[config.mk]
export PLATFORM = sky130hd
export DESIGN_NAME = python_comment_string_masker_top
export DESIGN_NICKNAME = d
export VERILOG_FILES = /design/src/design/pcsm_pkg.sv /design/src/design/pcsm_lexer.sv /design/src/design/python_comment_string_masker_top.sv
export SDC_FILE = /design/constraint.sdc
export NUM_CORES = 1
export LEC_CHECK = 0
export BUFFER_PORTS_ARGS = -buffer_cell sky130_fd_sc_hd__buf_2
export CORE_UTILIZATION = 30
export CTS_BUF_LIST = sky130_fd_sc_hd__clkbuf_2
export CTS_CLUSTER_DIAMETER = 30
export CTS_CLUSTER_SIZE = 20
export DETAILED_ROUTE_END_ITERATION = 8
export PLACE_DENSITY = 0.56
export SYNTH_ARGS = -nofsm -noshare
export SYNTH_HDL_FRONTEND = slang
export SYNTH_SLANG_ARGS = --single-unit
[constraint.sdc]
create_clock -name clk -period 2.3 [get_ports clk]
set_clock_uncertainty 0.2 [all_clocks]
set_input_delay 0.69 -clock clk [delete_from_list [all_inputs] [get_ports clk]]
set_output_delay 0.69 -clock clk [all_outputs]
set_load 0.005 [all_outputs]
[src/design/pcsm_pkg.sv]
// Package for the Python comment and string masker: lexer modes, character codes, shared types.
`default_nettype none
package pcsm_pkg;

    // Lexer modes; codes 6 and 7 are unused and behave as code mode
    typedef enum logic [2:0] {
        LEX_CODE    = 3'd0,
        LEX_COMMENT = 3'd1,
        LEX_OPEN1   = 3'd2,
        LEX_AFTER2  = 3'd3,
        LEX_SINGLE  = 3'd4,
        LEX_TRIPLE  = 3'd5
    } lex_mode_t;

    // Character codes
    localparam logic [7:0] CH_HASH   = 8'h23;
    localparam logic [7:0] CH_SQUOTE = 8'h27;
    localparam logic [7:0] CH_DQUOTE = 8'h22;
    localparam logic [7:0] CH_BSLASH = 8'h5C;
    localparam logic [7:0] CH_NL     = 8'h0A;

    // Quote kind encoding
    localparam logic QK_SINGLE = 1'b0;
    localparam logic QK_DOUBLE = 1'b1;

    // Triple-quote closing run: third matching quote closes
    localparam logic [1:0] RUN_CLOSE = 2'd2;

    // One step of the lexer, handed from the input stage
    typedef struct packed {
        logic       step;
        logic [7:0] text_byte;
        logic       first_byte;
    } lex_step_t;

endpackage : pcsm_pkg
`default_nettype wire

[src/design/pcsm_lexer.sv]
// Lexer state machine: mode, quote kind, escape flag and quote run, plus per-byte code flag.
`default_nettype none
module pcsm_lexer (
    input  wire logic              clk,
    input  wire logic              rst_n,
    input  wire pcsm_pkg::lex_step_t lex_in,
    output logic                   is_code
);
    import pcsm_pkg::*;

    lex_mode_t  mode_reg, mode_next;
    logic       kind_reg, kind_next;
    logic       esc_reg, esc_next;
    logic [1:0] run_reg, run_next;

    // State as seen by this byte: a new text starts in code mode
    lex_mode_t  cur_mode;
    logic       cur_kind;
    logic       cur_esc;
    logic [1:0] cur_run;
    logic [7:0] c;
    logic       is_q;
    logic       is_bs;
    logic       is_nl;
    logic       is_hash;
    logic       is_anyq;

    // Code-mode handling of a byte
    lex_mode_t  code_mode;
    logic       code_kind;
    logic       code_res;

    assign c        = lex_in.text_byte;
    assign cur_mode = lex_in.first_byte ? LEX_CODE  : mode_reg;
    assign cur_kind = lex_in.first_byte ? QK_SINGLE : kind_reg;
    assign cur_esc  = lex_in.first_byte ? 1'b0      : esc_reg;
    assign cur_run  = lex_in.first_byte ? 2'd0      : run_reg;

    assign is_q    = (c == ((cur_kind == QK_DOUBLE) ? CH_DQUOTE : CH_SQUOTE));
    assign is_bs   = (c == CH_BSLASH);
    assign is_nl   = (c == CH_NL);
    assign is_hash = (c == CH_HASH);
    assign is_anyq = (c == CH_SQUOTE) || (c == CH_DQUOTE);

    // Code-mode decode: hash opens a comment, a quote opens a string
    always_comb
    begin
        code_kind = cur_kind;
        priority if (is_hash)
        begin
            code_mode = LEX_COMMENT;
            code_res  = 1'b0;
        end
        else if (is_anyq)
        begin
            code_mode = LEX_OPEN1;
            code_kind = (c == CH_DQUOTE) ? QK_DOUBLE : QK_SINGLE;
            code_res  = 1'b0;
        end
        else
        begin
            code_mode = LEX_CODE;
            code_res  = 1'b1;
        end
    end

    // Next state
    always_comb
    begin
        mode_next = cur_mode;
        kind_next = cur_kind;
        esc_next  = cur_esc;
        run_next  = cur_run;
        unique case (cur_mode)
            LEX_COMMENT:
            begin
                if (is_nl)
                begin
                    mode_next = LEX_CODE;
                end
            end
            LEX_OPEN1:
            begin
                priority if (is_q)
                begin
                    mode_next = LEX_AFTER2;
                end
                else if (is_bs)
                begin
                    esc_next  = 1'b1;
                    mode_next = LEX_SINGLE;
                end
                else if (is_nl)
                begin
                    mode_next = LEX_CODE;
                end
                else
                begin
                    mode_next = LEX_SINGLE;
                end
            end
            LEX_AFTER2:
            begin
                if (is_q)
                begin
                    mode_next = LEX_TRIPLE;
                    run_next  = 2'd0;
                    esc_next  = 1'b0;
                end
                else
                begin
                    mode_next = code_mode;
                    kind_next = code_kind;
                    esc_next  = 1'b0;
                    run_next  = 2'd0;
                end
            end
            LEX_SINGLE:
            begin
                priority if (cur_esc)
                begin
                    esc_next = 1'b0;
                end
                else if (is_bs)
                begin
                    esc_next = 1'b1;
                end
                else if (is_q || is_nl)
                begin
                    mode_next = LEX_CODE;
                end
                else
                begin
                    mode_next = LEX_SINGLE;
                end
            end
            LEX_TRIPLE:
            begin
                priority if (cur_esc)
                begin
                    esc_next = 1'b0;
                    run_next = 2'd0;
                end
                else if (is_bs)
                begin
                    esc_next = 1'b1;
                    run_next = 2'd0;
                end
                else if (is_q)
                begin
                    if (cur_run >= RUN_CLOSE)
                    begin
                        run_next  = 2'd0;
                        mode_next = LEX_CODE;
                    end
                    else
                    begin
                        run_next = cur_run + 2'd1;
                    end
                end
                else
                begin
                    run_next = 2'd0;
                end
            end
            default:
            begin
                mode_next = code_mode;
                kind_next = code_kind;
                esc_next  = 1'b0;
                run_next  = 2'd0;
            end
        endcase
    end

    // Output: code flag for this byte
    always_comb
    begin
        unique case (cur_mode)
            LEX_COMMENT: is_code = is_nl;
            LEX_OPEN1:   is_code = !is_q && !is_bs && is_nl;
            LEX_AFTER2:  is_code = !is_q && code_res;
            LEX_SINGLE:  is_code = !cur_esc && !is_bs && !is_q && is_nl;
            LEX_TRIPLE:  is_code = 1'b0;
            default:     is_code = code_res;
        endcase
    end

    // State registers advance once per transaction
    always_ff @(posedge clk or negedge rst_n)
    begin
        if (!rst_n)
        begin
            mode_reg <= LEX_CODE;
            kind_reg <= QK_SINGLE;
            esc_reg  <= 1'b0;
            run_reg  <= 2'd0;
        end
        else if (lex_in.step)
        begin
            mode_reg <= mode_next;
            kind_reg <= kind_next;
            esc_reg  <= esc_next;
            run_reg  <= run_next;
        end
    end

`ifndef SYNTHESIS
    // Escape flag lives only inside a string body
    a_esc_in_string: assert property (@(posedge clk) disable iff (!rst_n)
        esc_reg |-> (mode_reg == LEX_SINGLE || mode_reg == LEX_TRIPLE))
        else $error("escape pending outside a string");

    // Quote run counts only inside a triple-quoted string and never reaches three
    a_run_in_triple: assert property (@(posedge clk) disable iff (!rst_n)
        (run_reg != 2'd0) |-> (mode_reg == LEX_TRIPLE && run_reg != 2'd3))
        else $error("quote run out of place");

    // A comment holds until a newline or a new text
    a_comment_holds: assert property (@(posedge clk) disable iff (!rst_n)
        (lex_in.step && mode_reg == LEX_COMMENT && !lex_in.first_byte && !is_nl)
        |=> (mode_reg == LEX_COMMENT))
        else $error("comment ended early");

    // Nothing inside a triple-quoted string is code
    a_triple_masked: assert property (@(posedge clk) disable iff (!rst_n)
        (mode_reg == LEX_TRIPLE && !lex_in.first_byte) |-> !is_code)
        else $error("triple string byte flagged as code");
`endif

endmodule : pcsm_lexer
`default_nettype wire

[src/design/python_comment_string_masker_top.sv]
// Top level of the Python comment and string masker: input stage, lexer, result register.
//
// One source byte per transaction in, one is_code bit per transaction out, in order.
// A transaction is accepted every cycle unless in_stall is high; each byte passes an input
// register, the lexer's next-state logic and a result register. The lexer state is updated
// in the same cycle the byte moves into the result register. Raise first_byte with the
// first byte of a new text to return the lexer to code mode. No configuration and no reset
// sweep.
`default_nettype none
module python_comment_string_masker_top (
    input  wire logic       clk,
    input  wire logic       rst_n,
    input  wire logic       in_valid,
    output logic            in_stall,
    input  wire logic [7:0] text_byte,
    input  wire logic       first_byte,
    output logic            out_valid,
    input  wire logic       out_stall,
    output logic            is_code
);
    import pcsm_pkg::*;

    logic       s1_valid_reg, s1_valid_next;
    logic [7:0] s1_byte_reg;
    logic       s1_first_reg;
    logic       out_valid_reg, out_valid_next;
    logic       is_code_reg;
    logic       out_ready;
    logic       s1_move;
    logic       in_take;
    logic       lex_is_code;
    lex_step_t  lex_in;

    // Handshake: result register frees up when empty or taken
    assign out_ready = !out_valid_reg || !out_stall;
    assign s1_move   = s1_valid_reg && out_ready;
    assign in_stall  = s1_valid_reg && !out_ready;
    assign in_take   = in_valid && !in_stall;

    assign s1_valid_next  = in_take || (s1_valid_reg && !s1_move);
    assign out_valid_next = s1_move || (out_valid_reg && !out_ready);

    assign lex_in = '{step: s1_move, text_byte: s1_byte_reg, first_byte: s1_first_reg};

    pcsm_lexer u_lexer (
        .clk     (clk),
        .rst_n   (rst_n),
        .lex_in  (lex_in),
        .is_code (lex_is_code)
    );

    // Valid flags
    always_ff @(posedge clk or negedge rst_n)
    begin
        if (!rst_n)
        begin
            s1_valid_reg  <= 1'b0;
            out_valid_reg <= 1'b0;
        end
        else
        begin
            s1_valid_reg  <= s1_valid_next;
            out_valid_reg <= out_valid_next;
        end
    end

    // Payload registers
    always_ff @(posedge clk)
    begin
        if (in_take)
        begin
            s1_byte_reg  <= text_byte;
            s1_first_reg <= first_byte;
        end
        if (s1_move)
        begin
            is_code_reg <= lex_is_code;
        end
    end

    assign out_valid = out_valid_reg;
    assign is_code   = is_code_reg;

endmodule : python_comment_string_masker_top
`default_nettype wire
# Word level (Yosys, flattened, before mapping)
# Cells that the tools add are included.
dict set report op_classes {
  n_addsub 1
  order_cmp 1
  eq_ne 11
  muxes 38
  n_reduce_logical 27
}
# cell n
set op_table {}
lappend op_table {{$mux W3} 14}
lappend op_table {{$eq A8 B6 Y1 const B} 3}
lappend op_table {{$pmux W3 S5} 1}
lappend op_table {{$mux W2} 7}
lappend op_table {{$mux W1} 12}
lappend op_table {{$logic_and A1 B1 Y1} 11}
lappend op_table {{$eq A8 B4 Y1 const B} 1}
lappend op_table {{$eq A8 B7 Y1 const B} 1}
lappend op_table {{$eq A8 B8 Y1} 1}
lappend op_table {{$logic_not A1 Y1} 8}
lappend op_table {{$eq A3 B2 Y1 const B} 2}
lappend op_table {{$eq A3 B3 Y1 const B} 2}
lappend op_table {{$logic_or A1 B1 Y1} 5}
lappend op_table {{$pmux W1 S5} 1}
lappend op_table {{$pmux W2 S2} 1}
lappend op_table {{$reduce_or A4 Y1} 1}
lappend op_table {{$eq A3 B1 Y1 const B} 1}
lappend op_table {{$pmux W1 S3} 1}
lappend op_table {{$reduce_or A3 Y1} 1}
lappend op_table {{$add A2 B1 Y2 const B} 1}
lappend op_table {{$ge A2 B2 Y1 const B} 1}
lappend op_table {{$pmux W1 S2} 1}
lappend op_table {{$reduce_or A2 Y1} 1}
dict set report word_totals {
  regBits 19
  inputBits 13
  out_inout_bits 3
  word_cells 87
}

# Longest topological paths before layout
# Gate-level depths: netlist of run 1.
dict set report depth {
  word_depth 8
  ltp_mapped 7
  ltp_nobuf 6
}

# By module
# Synthesis of run 1 repeated with hierarchy kept, for this count alone.
dict set report hier_totals {
  cells_unflattened 116
  hier_area_um2 1223.7
}
# mod n_inst cells_each area_each_um2 seq_area_each_um2
set by_module_without_submodules {}
lappend by_module_without_submodules {pcsm_lexer 1 98 830.8 175.2}
lappend by_module_without_submodules {python_comment_string_masker_top 1 18 392.9 350.3}

# Worst setup path before layout of run 1
# No wires, ideal clock.
dict set report synth_path {
  path_type {reg-to-reg}
  startpoint {reg s1_byte_reg[4]}
  endpoint {reg u_lexer.mode_reg[0]}
  setup_ns 0.140
  t_arrival_ns 2.019
  required_ns 1.960
  path_slack_ns -0.059
  stages_incl_launch_ff 7
  path_buffers 0
  synth_period_minus_slack_ns 2.359
  cell_sequence {edfxtp_1 > or3b_4 > or4b_4 > nor4_4 > nand2_1 > a221oi_2 > a221oi_1}
}
dict set report synth_via {
  elab_chain_cells 5
  elab_cells_between_ends 15
  classes_between {4 x eq/ne; 11 x mux}
}
# element line
set synth_lines {}
lappend synth_lines {{from (decl)} python_comment_string_masker_top.sv:24} ;# logic [7:0] s1_byte_reg;
lappend synth_lines {{from (signal assigned)} python_comment_string_masker_top.sv:72} ;# s1_byte_reg <= text_byte;
lappend synth_lines {{$eq A8 B8 Y1} pcsm_lexer.sv:39} ;# assign is_q = (c == ((cur_kind == QK_DOUBLE) ? CH_DQUOTE : CH_SQUOTE));
lappend synth_lines {{$mux W3} pcsm_lexer.sv:149} ;# else if (is_q)
lappend synth_lines {{$mux W3} pcsm_lexer.sv:144} ;# else if (is_bs)
lappend synth_lines {{$mux W3} pcsm_lexer.sv:139} ;# priority if (cur_esc)
lappend synth_lines {{$pmux W3 S5 *} pcsm_lexer.sv:74} ;# unique case (cur_mode)
lappend synth_lines {{to (signal assigned)} pcsm_lexer.sv:201} ;# mode_reg <= mode_next;
lappend synth_lines {{to (decl)} pcsm_lexer.sv:11} ;# lex_mode_t mode_reg, mode_next;
# Every way passes the cells marked *; elsewhere a longest branch is shown, timed or not.
# A chain may end at the register's enable or synchronous reset.

# Worst setup path after layout of run 1
# Same ends and word-level chain as after synthesis.

==> impl_metrics.ini, run 1 <==
[outcome]
status = complete, but fails checks
violations = setup timing

[synth]
ys_ff_latch = 19
syn-cell-area_um2 = 1099
synth_edf_count = 10
async_flop_share_pct = 47.37
synth_top_cell_by_area = edfxtp_1
ys_seq_area_share_pct = 47.84
ys_warn_count = 0
synth.net_count = 128
synth_cells = 115
yosysUniqueCellTypes = 39
syn-mean-instance-area_um2 = 9.553
yosys_most_used_dff = edfxtp_1
synthDominantCellAreaShare_pct = 27.33
netlist_top_cells_area = edfxtp_1, dfrtp_1, o21ai_0, nand2_1, nor2_1

[drt]
num_vias = 982
drt_iter0_markers = 54
drt_first_pass_iters = 4
drc_errors = 0
wire_per_inst_um = 12.12
viasPerCell = 5.196
drt-total-wl_mm = 2.291
postRouteAntennaNets = 0

[critical_path]
cp-start-kind = flop
critPathMaxFanout = 3
arrival_ps = 2360
crit_type = flop to flop
max_stage_delay_ps = 530
cp.required_ps = 2300
worst_setup_path_end_kind = flop
path_cells = or3b_4 -> or4b_4 -> nor4_4 -> nand2_1 -> a221oi_2 -> a221oi_1
slowest_stage = or4b_4

[sta]
finalSetupViolations = 2
slew_violations = 0
setup_tns_ps = -96.16
fin_crit_sh_pct = 102.6
max_freq_mhz = 423.6
setup_slack_ps = -60.59
final_hold_viol_count = 0
grt_setup_unrepaired = true
relSlewSlack_pct = 72.68
tightest_slew_ps = 409.7
period_minus_slack_ps = 2361

[final_layout]
diodes = 0
largest_reg_flops = 8
syn_to_final_growth_pct = 20.96
layout.nets = 157
final_cell_mix = buf_2, nand2_1, nor2_1, buf_4
final_common_cell = buf_2
drive_gt1_share_pct = 27.97
fillCellCount = 341
stdcell_count = 189

[clock_tree]
cts.sinks = 19
cts_tree = done
root_buffer = clkbuf_2
clkTransAtPathRegs_ps = 190
cts_buffer_depth = 2
cts_inserted_buffers = 3
insertion_delay_ps = 310
htree_levels = 1

[pwr]
vdd.ir_drop.worst_v = 0.0003906
power_frac_comb_pct = 25.6
pwr-share-clk_pct = 19.1
pwr-share-seq_pct = 55.3
power_density_nw_per_um2 = 577.6
internal_power_uw = 520.7
p_sw_uw = 246.7
power.leakage_nw = 0.5086
switching_share_pct = 32.15

[grt]
grt_busiest_layer = met2
grt_pass1_wl_mm = 4.043
grt_start_max_net_pins = 15
globalRouteMet2Util_pct = 21.20
overflow = 0
grt_pass1_vias = 919
grt.met3_usage_pct = 3.832
antenna_found_initial = 0
grt_use_total_pct = 13.10
met1_usage_pct = 16.59

[worst_hold_path]
min-delay-path-class = flop to flop

[flow_run]
cap_violations = 0

[floorplanning]
fp.coreArea_um2 = 3416
start_util_pct = 32.16
die_area_um2 = 3908
die_width_um = 62.52
die_h_um = 62.52
io_pins = 16
row_count = 21

[placement]
hpwl_mm = 1.674
place_ws_ps = -16.65
portBuffers = 15
place_congestion = 0.8628
place_inst = 181
[area by class of cell]
cell class / instances / area [um^2] / share of cell area [%]
clock buffer: 3 / 15.01 / 1.130
clock inverter: 1 / 7.507 / 0.5650
inverter: 7 / 26.28 / 1.977
multi-input combinational: 85 / 521.8 / 39.27
sequential: 19 / 525.5 / 39.55
tap: 46 / 57.56 / 4.331
timing repair buffer: 28 / 175.2 / 13.18
[per-layer routing]
layer | up-vias | wire length, um | share of wire (%)
met3 | 6 | 149 | 6.5
li1 | 480 | - | -
met1 | 446 | 1041 | 45
met2 | 50 | 1074 | 47
met4 | 0 | 26 | 1.1
met5 | - | 0 | 0
[synth_stat cells (3+ instances only)]
cell and number:
a21oi_1 7, dfrtp_1 9, edfxtp_1 10, inv_1 7
nand2_1 14, nor2_1 14, nor3_1 3, o21ai_0 12
o31ai_1 3
[path summary, 6_finish.rpt]
check                                         from             endpoint  slack (ps)  depth (start not counted)
worst max-delay path                s1_byte_reg[4]  u_lexer.mode_reg[0]         -60                          6
worst min-delay path            u_lexer.run_reg[1]   u_lexer.run_reg[1]         320                          1
worst max register to register      s1_byte_reg[4]  u_lexer.mode_reg[0]         -60                          6
worst min register to register  u_lexer.run_reg[1]   u_lexer.run_reg[1]         320                          1
max in group asynchronous                    rst_n     u_lexer.kind_reg        1170                          2
min in group asynchronous                    rst_n  u_lexer.mode_reg[1]         530                          2
[power by group through the flow]
stage	sequential, mW	combinational (mW)	clock (mW)
5_1_grt	0.428	0.222	0.167
2_1_floorplan	0.418	0.147	0
6_report	0.424	0.197	0.146
3_5_place_dp	0.432	0.185	0
3_3_place_gp	0.431	0.183	0
4_1_cts	0.424	0.189	0.154
[kinds of logic after synthesis]
family                 Yosys count  share of synthesized area, %
flip-flops                      19                         47.84
AO/OA/AOI/OAI                   33                         19.36
multiplexers                     1                        0.9112
buffers and inverters           11                         5.467
XOR/XNOR                         2                         1.595
AND/OR/NAND/NOR                 49                         24.83
[worst max-delay path: cells and delay by family (launching register included)]
kind | cells | cell delay [ps]
AOI/OAI and AO/OA | 2 | 440
DFF | 1 | 420
and+or+nand+nor | 4 | 1200
[repair_timing]
item	CTS	global route
setup endpoints to repair	2	5
pin swaps	0	1
endpoints found under the hold margin	9	0
hold buffers	1	0
buffers inserted	2	3
gates resized for setup	1	3
[stage by stage]
| stage | total power, mW | instance area [um^2] | hold WS (ps) | utilization, % |
|---|---|---|---|---|
| final | 0.7674 | 1329 | 318.0 | 38.90 |
| after CTS | 0.7666 | 1315 | 320.1 | 38.50 |
| after detailed placement | 0.6167 | 1265 | 299.6 | 37.03 |
| after global placement | 0.6145 | 1265 | 277.2 | 37.03 |
| after floorplan | 0.5654 | 1099 | 194.4 | - |
| after global routing | 0.8174 | 1329 | 305.4 | 38.90 |
Note: power is estimated with default switching activity, not from simulation.
==> run 2: changes to the inputs <==
Settings changed: RECOVER_POWER from default to 100, SLEW_MARGIN from default to 5.
==> impl_metrics.ini, run 2 (synthesis gave the netlist of run 1 again) <==
[outcome]
status = complete, but fails checks
violations = setup timing

[sta]
relSlewSlack_pct = 63.37
final_hold_viol_count = 0
fin_crit_sh_pct = 103.7
period_minus_slack_ps = 2386
tightest_slew_ps = 549.5
max_freq_mhz = 419.2
slew_violations = 0
grt_setup_unrepaired = true
hold_ws_ps = 318.1
finalSetupViolations = 2
setup_slack_ps = -85.73
setup_tns_ps = -133.7

[drt]
postRouteAntennaNets = 0
drc_errors = 0
drt-total-wl_mm = 2.261
drt_iter0_markers = 46
viasPerCell = 5.206
drt_first_pass_iters = 4
num_vias = 984
wire_per_inst_um = 11.96

[critical_path]
path_cells = or3b_4 -> or4b_4 -> nor4_4 -> nand2_1 -> a221oi_2 -> a221oi_1
slowest_stage = or4b_4
crit_type = flop to flop
worst_setup_path_end_kind = flop
critPathMaxFanout = 3
cp.required_ps = 2300
max_stage_delay_ps = 530
arrival_ps = 2390
cp-start-kind = flop

[grt]
grt_use_total_pct = 13.10
antenna_found_initial = 0
grt_pass1_vias = 919
overflow = 0
grt_start_max_net_pins = 15
grt_pass1_wl_mm = 4.043

[final_layout]
finish.instance_area_um2 = 1324
final_cell_mix = nand2_1, buf_2, nor2_1, buf_4
stdcell_count = 189
syn_to_final_growth_pct = 20.50
layout.nets = 157
final_util_pct = 38.75
largest_reg_flops = 8
diodes = 0
drive_gt1_share_pct = 26.57

[floorplanning]
die_area_um2 = 3908
io_pins = 16
start_util_pct = 32.16
die_width_um = 62.52
die_h_um = 62.52
row_count = 21
fp.coreArea_um2 = 3416

[pwr]
power.leakage_nw = 0.5020
vdd.ir_drop.worst_v = 0.0003914
power_density_nw_per_um2 = 577.9

[clock_tree]
cts_inserted_buffers = 3
insertion_delay_ps = 310
clkTransAtPathRegs_ps = 190
cts.sinks = 19
htree_levels = 1
cts_tree = done
root_buffer = clkbuf_2
cts_buffer_depth = 2

[placement]
place_inst = 181
dpl_cell_area_um2 = 1265
place_congestion = 0.8628
hpwl_mm = 1.674
portBuffers = 15

[flow_run]
cap_violations = 0

[worst_hold_path]
min-delay-path-class = flop to flop
run 2: cell count changes in the layout (fill, tap and decap cells not counted), sizes merged:
cell    before  now
buf         27   25
clkbuf       3    5
run 2: critical path, delay by kind of cell (launching register included):
kind | cells | cell delay, ps
AND/OR/NAND/NOR | 4 | 1210
AO/OA/AOI/OAI | 2 | 460
flip-flops | 1 | 420
run 2: cell type report:
| type | count | area, um^2 |
|---|---|---|
| clock buffer | 3 | 15.01 |
| clock inverter | 1 | 7.507 |
| fill | 344 | 2092 |
| inverter | 7 | 26.28 |
| multi-input combinational | 85 | 521.8 |
| sequential | 19 | 525.5 |
| tap | 46 | 57.56 |
| timing repair buffer | 28 | 170.2 |
run 2: path summary, 6_finish.rpt:
check | startpoint | end | slack, ps | cells past startpoint
worst min register to register | u_lexer.run_reg[1] | u_lexer.run_reg[1] | 320 | 1
worst max register to register | s1_byte_reg[4] | u_lexer.mode_reg[0] | -90 | 6
worst max-delay path | s1_byte_reg[4] | u_lexer.mode_reg[0] | -90 | 6
worst min-delay path | u_lexer.run_reg[1] | u_lexer.run_reg[1] | 320 | 1
min in group asynchronous | rst_n | u_lexer.esc_reg | 630 | 2
max in group asynchronous | rst_n | u_lexer.kind_reg | 910 | 2
run 2: timing repair:
action                     CTS  global route
setup buffers                2             3
hold buffers                 1             0
setup endpoints to repair    2             5
hold endpoints to repair     9             0
gates resized for setup      1             3
pin swaps                    0             1
run 2: routing by layer:
layer	global-route usage (%)	routed length [um]	vias up
li1	-	-	480
met1	16.59	994	446
met2	21.20	1065	52
met3	3.832	171	6
met4	4.360	30	0
met5	0	0	-
run 2: stage by stage:
stage	setup slack, ps	power (mW)
after floorplan	59.39	0.5654
after global placement	28.12	0.6145
after detailed placement	-16.65	0.6167
after CTS	-63.65	0.7666
after global routing	-130.1	0.8151
final	-85.73	0.7650
run 2: power breakdown:
group	leakage, nW	switching (mW)	total, mW	internal, mW
registers	0.211	0.0317	0.424	0.393
clock network	0.0126	0.107	0.148	0.0405
logic	0.278	0.108	0.193	0.0852
==> run 3: changes to the inputs <==
Settings changed: SKIP_CTS_REPAIR_TIMING from default to 1.
==> impl_metrics.ini, run 3 (synthesis gave the netlist of run 1 again) <==
[outcome]
status = complete, but fails checks
violations = setup timing

[final_layout]
layout.nets = 157
drive_gt1_share_pct = 26.57
diodes = 0
largest_reg_flops = 8
syn_to_final_growth_pct = 20.50
final_cell_mix = nand2_1, buf_2, nor2_1, o21ai_0, buf_4

[sta]
hold_ws_ps = 328.2
fin_crit_sh_pct = 102.8
finalSetupViolations = 2
slew_violations = 0
final_hold_viol_count = 0
period_minus_slack_ps = 2365
max_freq_mhz = 422.9
tightest_slew_ps = 546.8
setup_slack_ps = -64.60
relSlewSlack_pct = 63.55
grt_setup_unrepaired = true

[drt]
drc_errors = 0
drt-total-wl_mm = 2.271
drt_first_pass_iters = 5
drt_iter0_markers = 54
postRouteAntennaNets = 0
wire_per_inst_um = 12.02
num_vias = 970
viasPerCell = 5.132

[pwr]
power_uw = 763.6
vdd.ir_drop.worst_v = 0.0003902
power_density_nw_per_um2 = 576.8
power.leakage_nw = 0.5014

[clock_tree]
htree_levels = 1
cts_tree = done
cts.sinks = 19
clkTransAtPathRegs_ps = 180
cts_inserted_buffers = 3
insertion_delay_ps = 310
root_buffer = clkbuf_2
cts_buffer_depth = 2

[critical_path]
critPathLaunch = s1_byte_reg[4]
worst_r2r_path_depth = 6
crit_type = flop to flop
r2r_end = u_lexer.mode_reg[0]
worst_setup_path_end_kind = flop
cp-endpoint = u_lexer.mode_reg[0]
r2r_setup_slack_ps = -60
r2r_start = s1_byte_reg[4]
cp-start-kind = flop
critPathMaxFanout = 3
cp.required_ps = 2300
arrival_ps = 2370

[worst_hold_path]
hp-start = s1_byte_reg[0]
min-delay-path-class = flop to flop
hold_depth = 1

[floorplanning]
io_pins = 16
die_width_um = 62.52
fp.coreArea_um2 = 3416
start_util_pct = 32.16
row_count = 21
die_area_um2 = 3908
die_h_um = 62.52

[grt]
grt_pass1_vias = 900
antenna_found_initial = 0
grt_pass1_wl_mm = 4.015
overflow = 0
grt_start_max_net_pins = 15
grt_use_total_pct = 12.95

[placement]
hpwl_mm = 1.674
place_congestion = 0.8628
portBuffers = 15

[flow_run]
cap_violations = 0
run 3: cell counts in the layout (fill, tap and decap cells not counted):
Identical to the previous run, type by type.
run 3: cell type report:
type,count,area (um^2)
Timing Repair Buffer,28,170.2
Multi-Input combinational cell,85,521.8
Sequential cell,19,525.5
Clock inverter,1,7.507
Clock buffer,3,15.01
Inverter,7,26.28
Fill cell,343,2092
Tap cell,46,57.56
run 3: through the flow:
stage,setup WS (ps),utilization [%],setup TNS [ps],area (um^2),cells
floorplan,59.39,-,0,1099,115
CTS,-97.09,37.69,-163.7,1287,185
finish,-64.60,38.75,-108.5,1324,189
detailed placement,-16.65,37.03,-25.79,1265,181
global route,-128.4,38.75,-216.5,1324,189
global placement,28.12,37.03,0,1265,181
run 3: per-layer routing:
metal	up-vias	part of all wire, %	global-route usage [%]
li1	480	-	-
met1	445	46	16.59
met5	-	0	0
met4	0	0.79	4.070
met2	43	45	20.65
met3	2	8.1	4.015
run 3: critical path, stage by stage, from the launching register on:
cell and delay, ps:
edfxtp_1 420, or3b_4 410, or4b_4 530, nor4_4 170, nand2_1 100, a221oi_2 280, a221oi_1 150
run 3: worst min path at each step:
| stage | slack, ps | to |
|---|---|---|
| after floorplan | 190 | asynchronous set/reset pin |
| after global placement | 280 | u_lexer.run_reg[0] |
| after detailed placement | 300 | flop |
| after CTS | -6 | asynchronous set/reset pin |
| after global routing | 310 | s1_byte_reg[5] |
| final | 330 | u_lexer.kind_reg |
run 3: where the power goes:
part           total (mW)  switching (mW)  internal (mW)
combinational       0.194           0.109         0.0852
clock               0.146           0.105         0.0405
sequential          0.424          0.0311          0.393
total               0.764           0.245          0.518
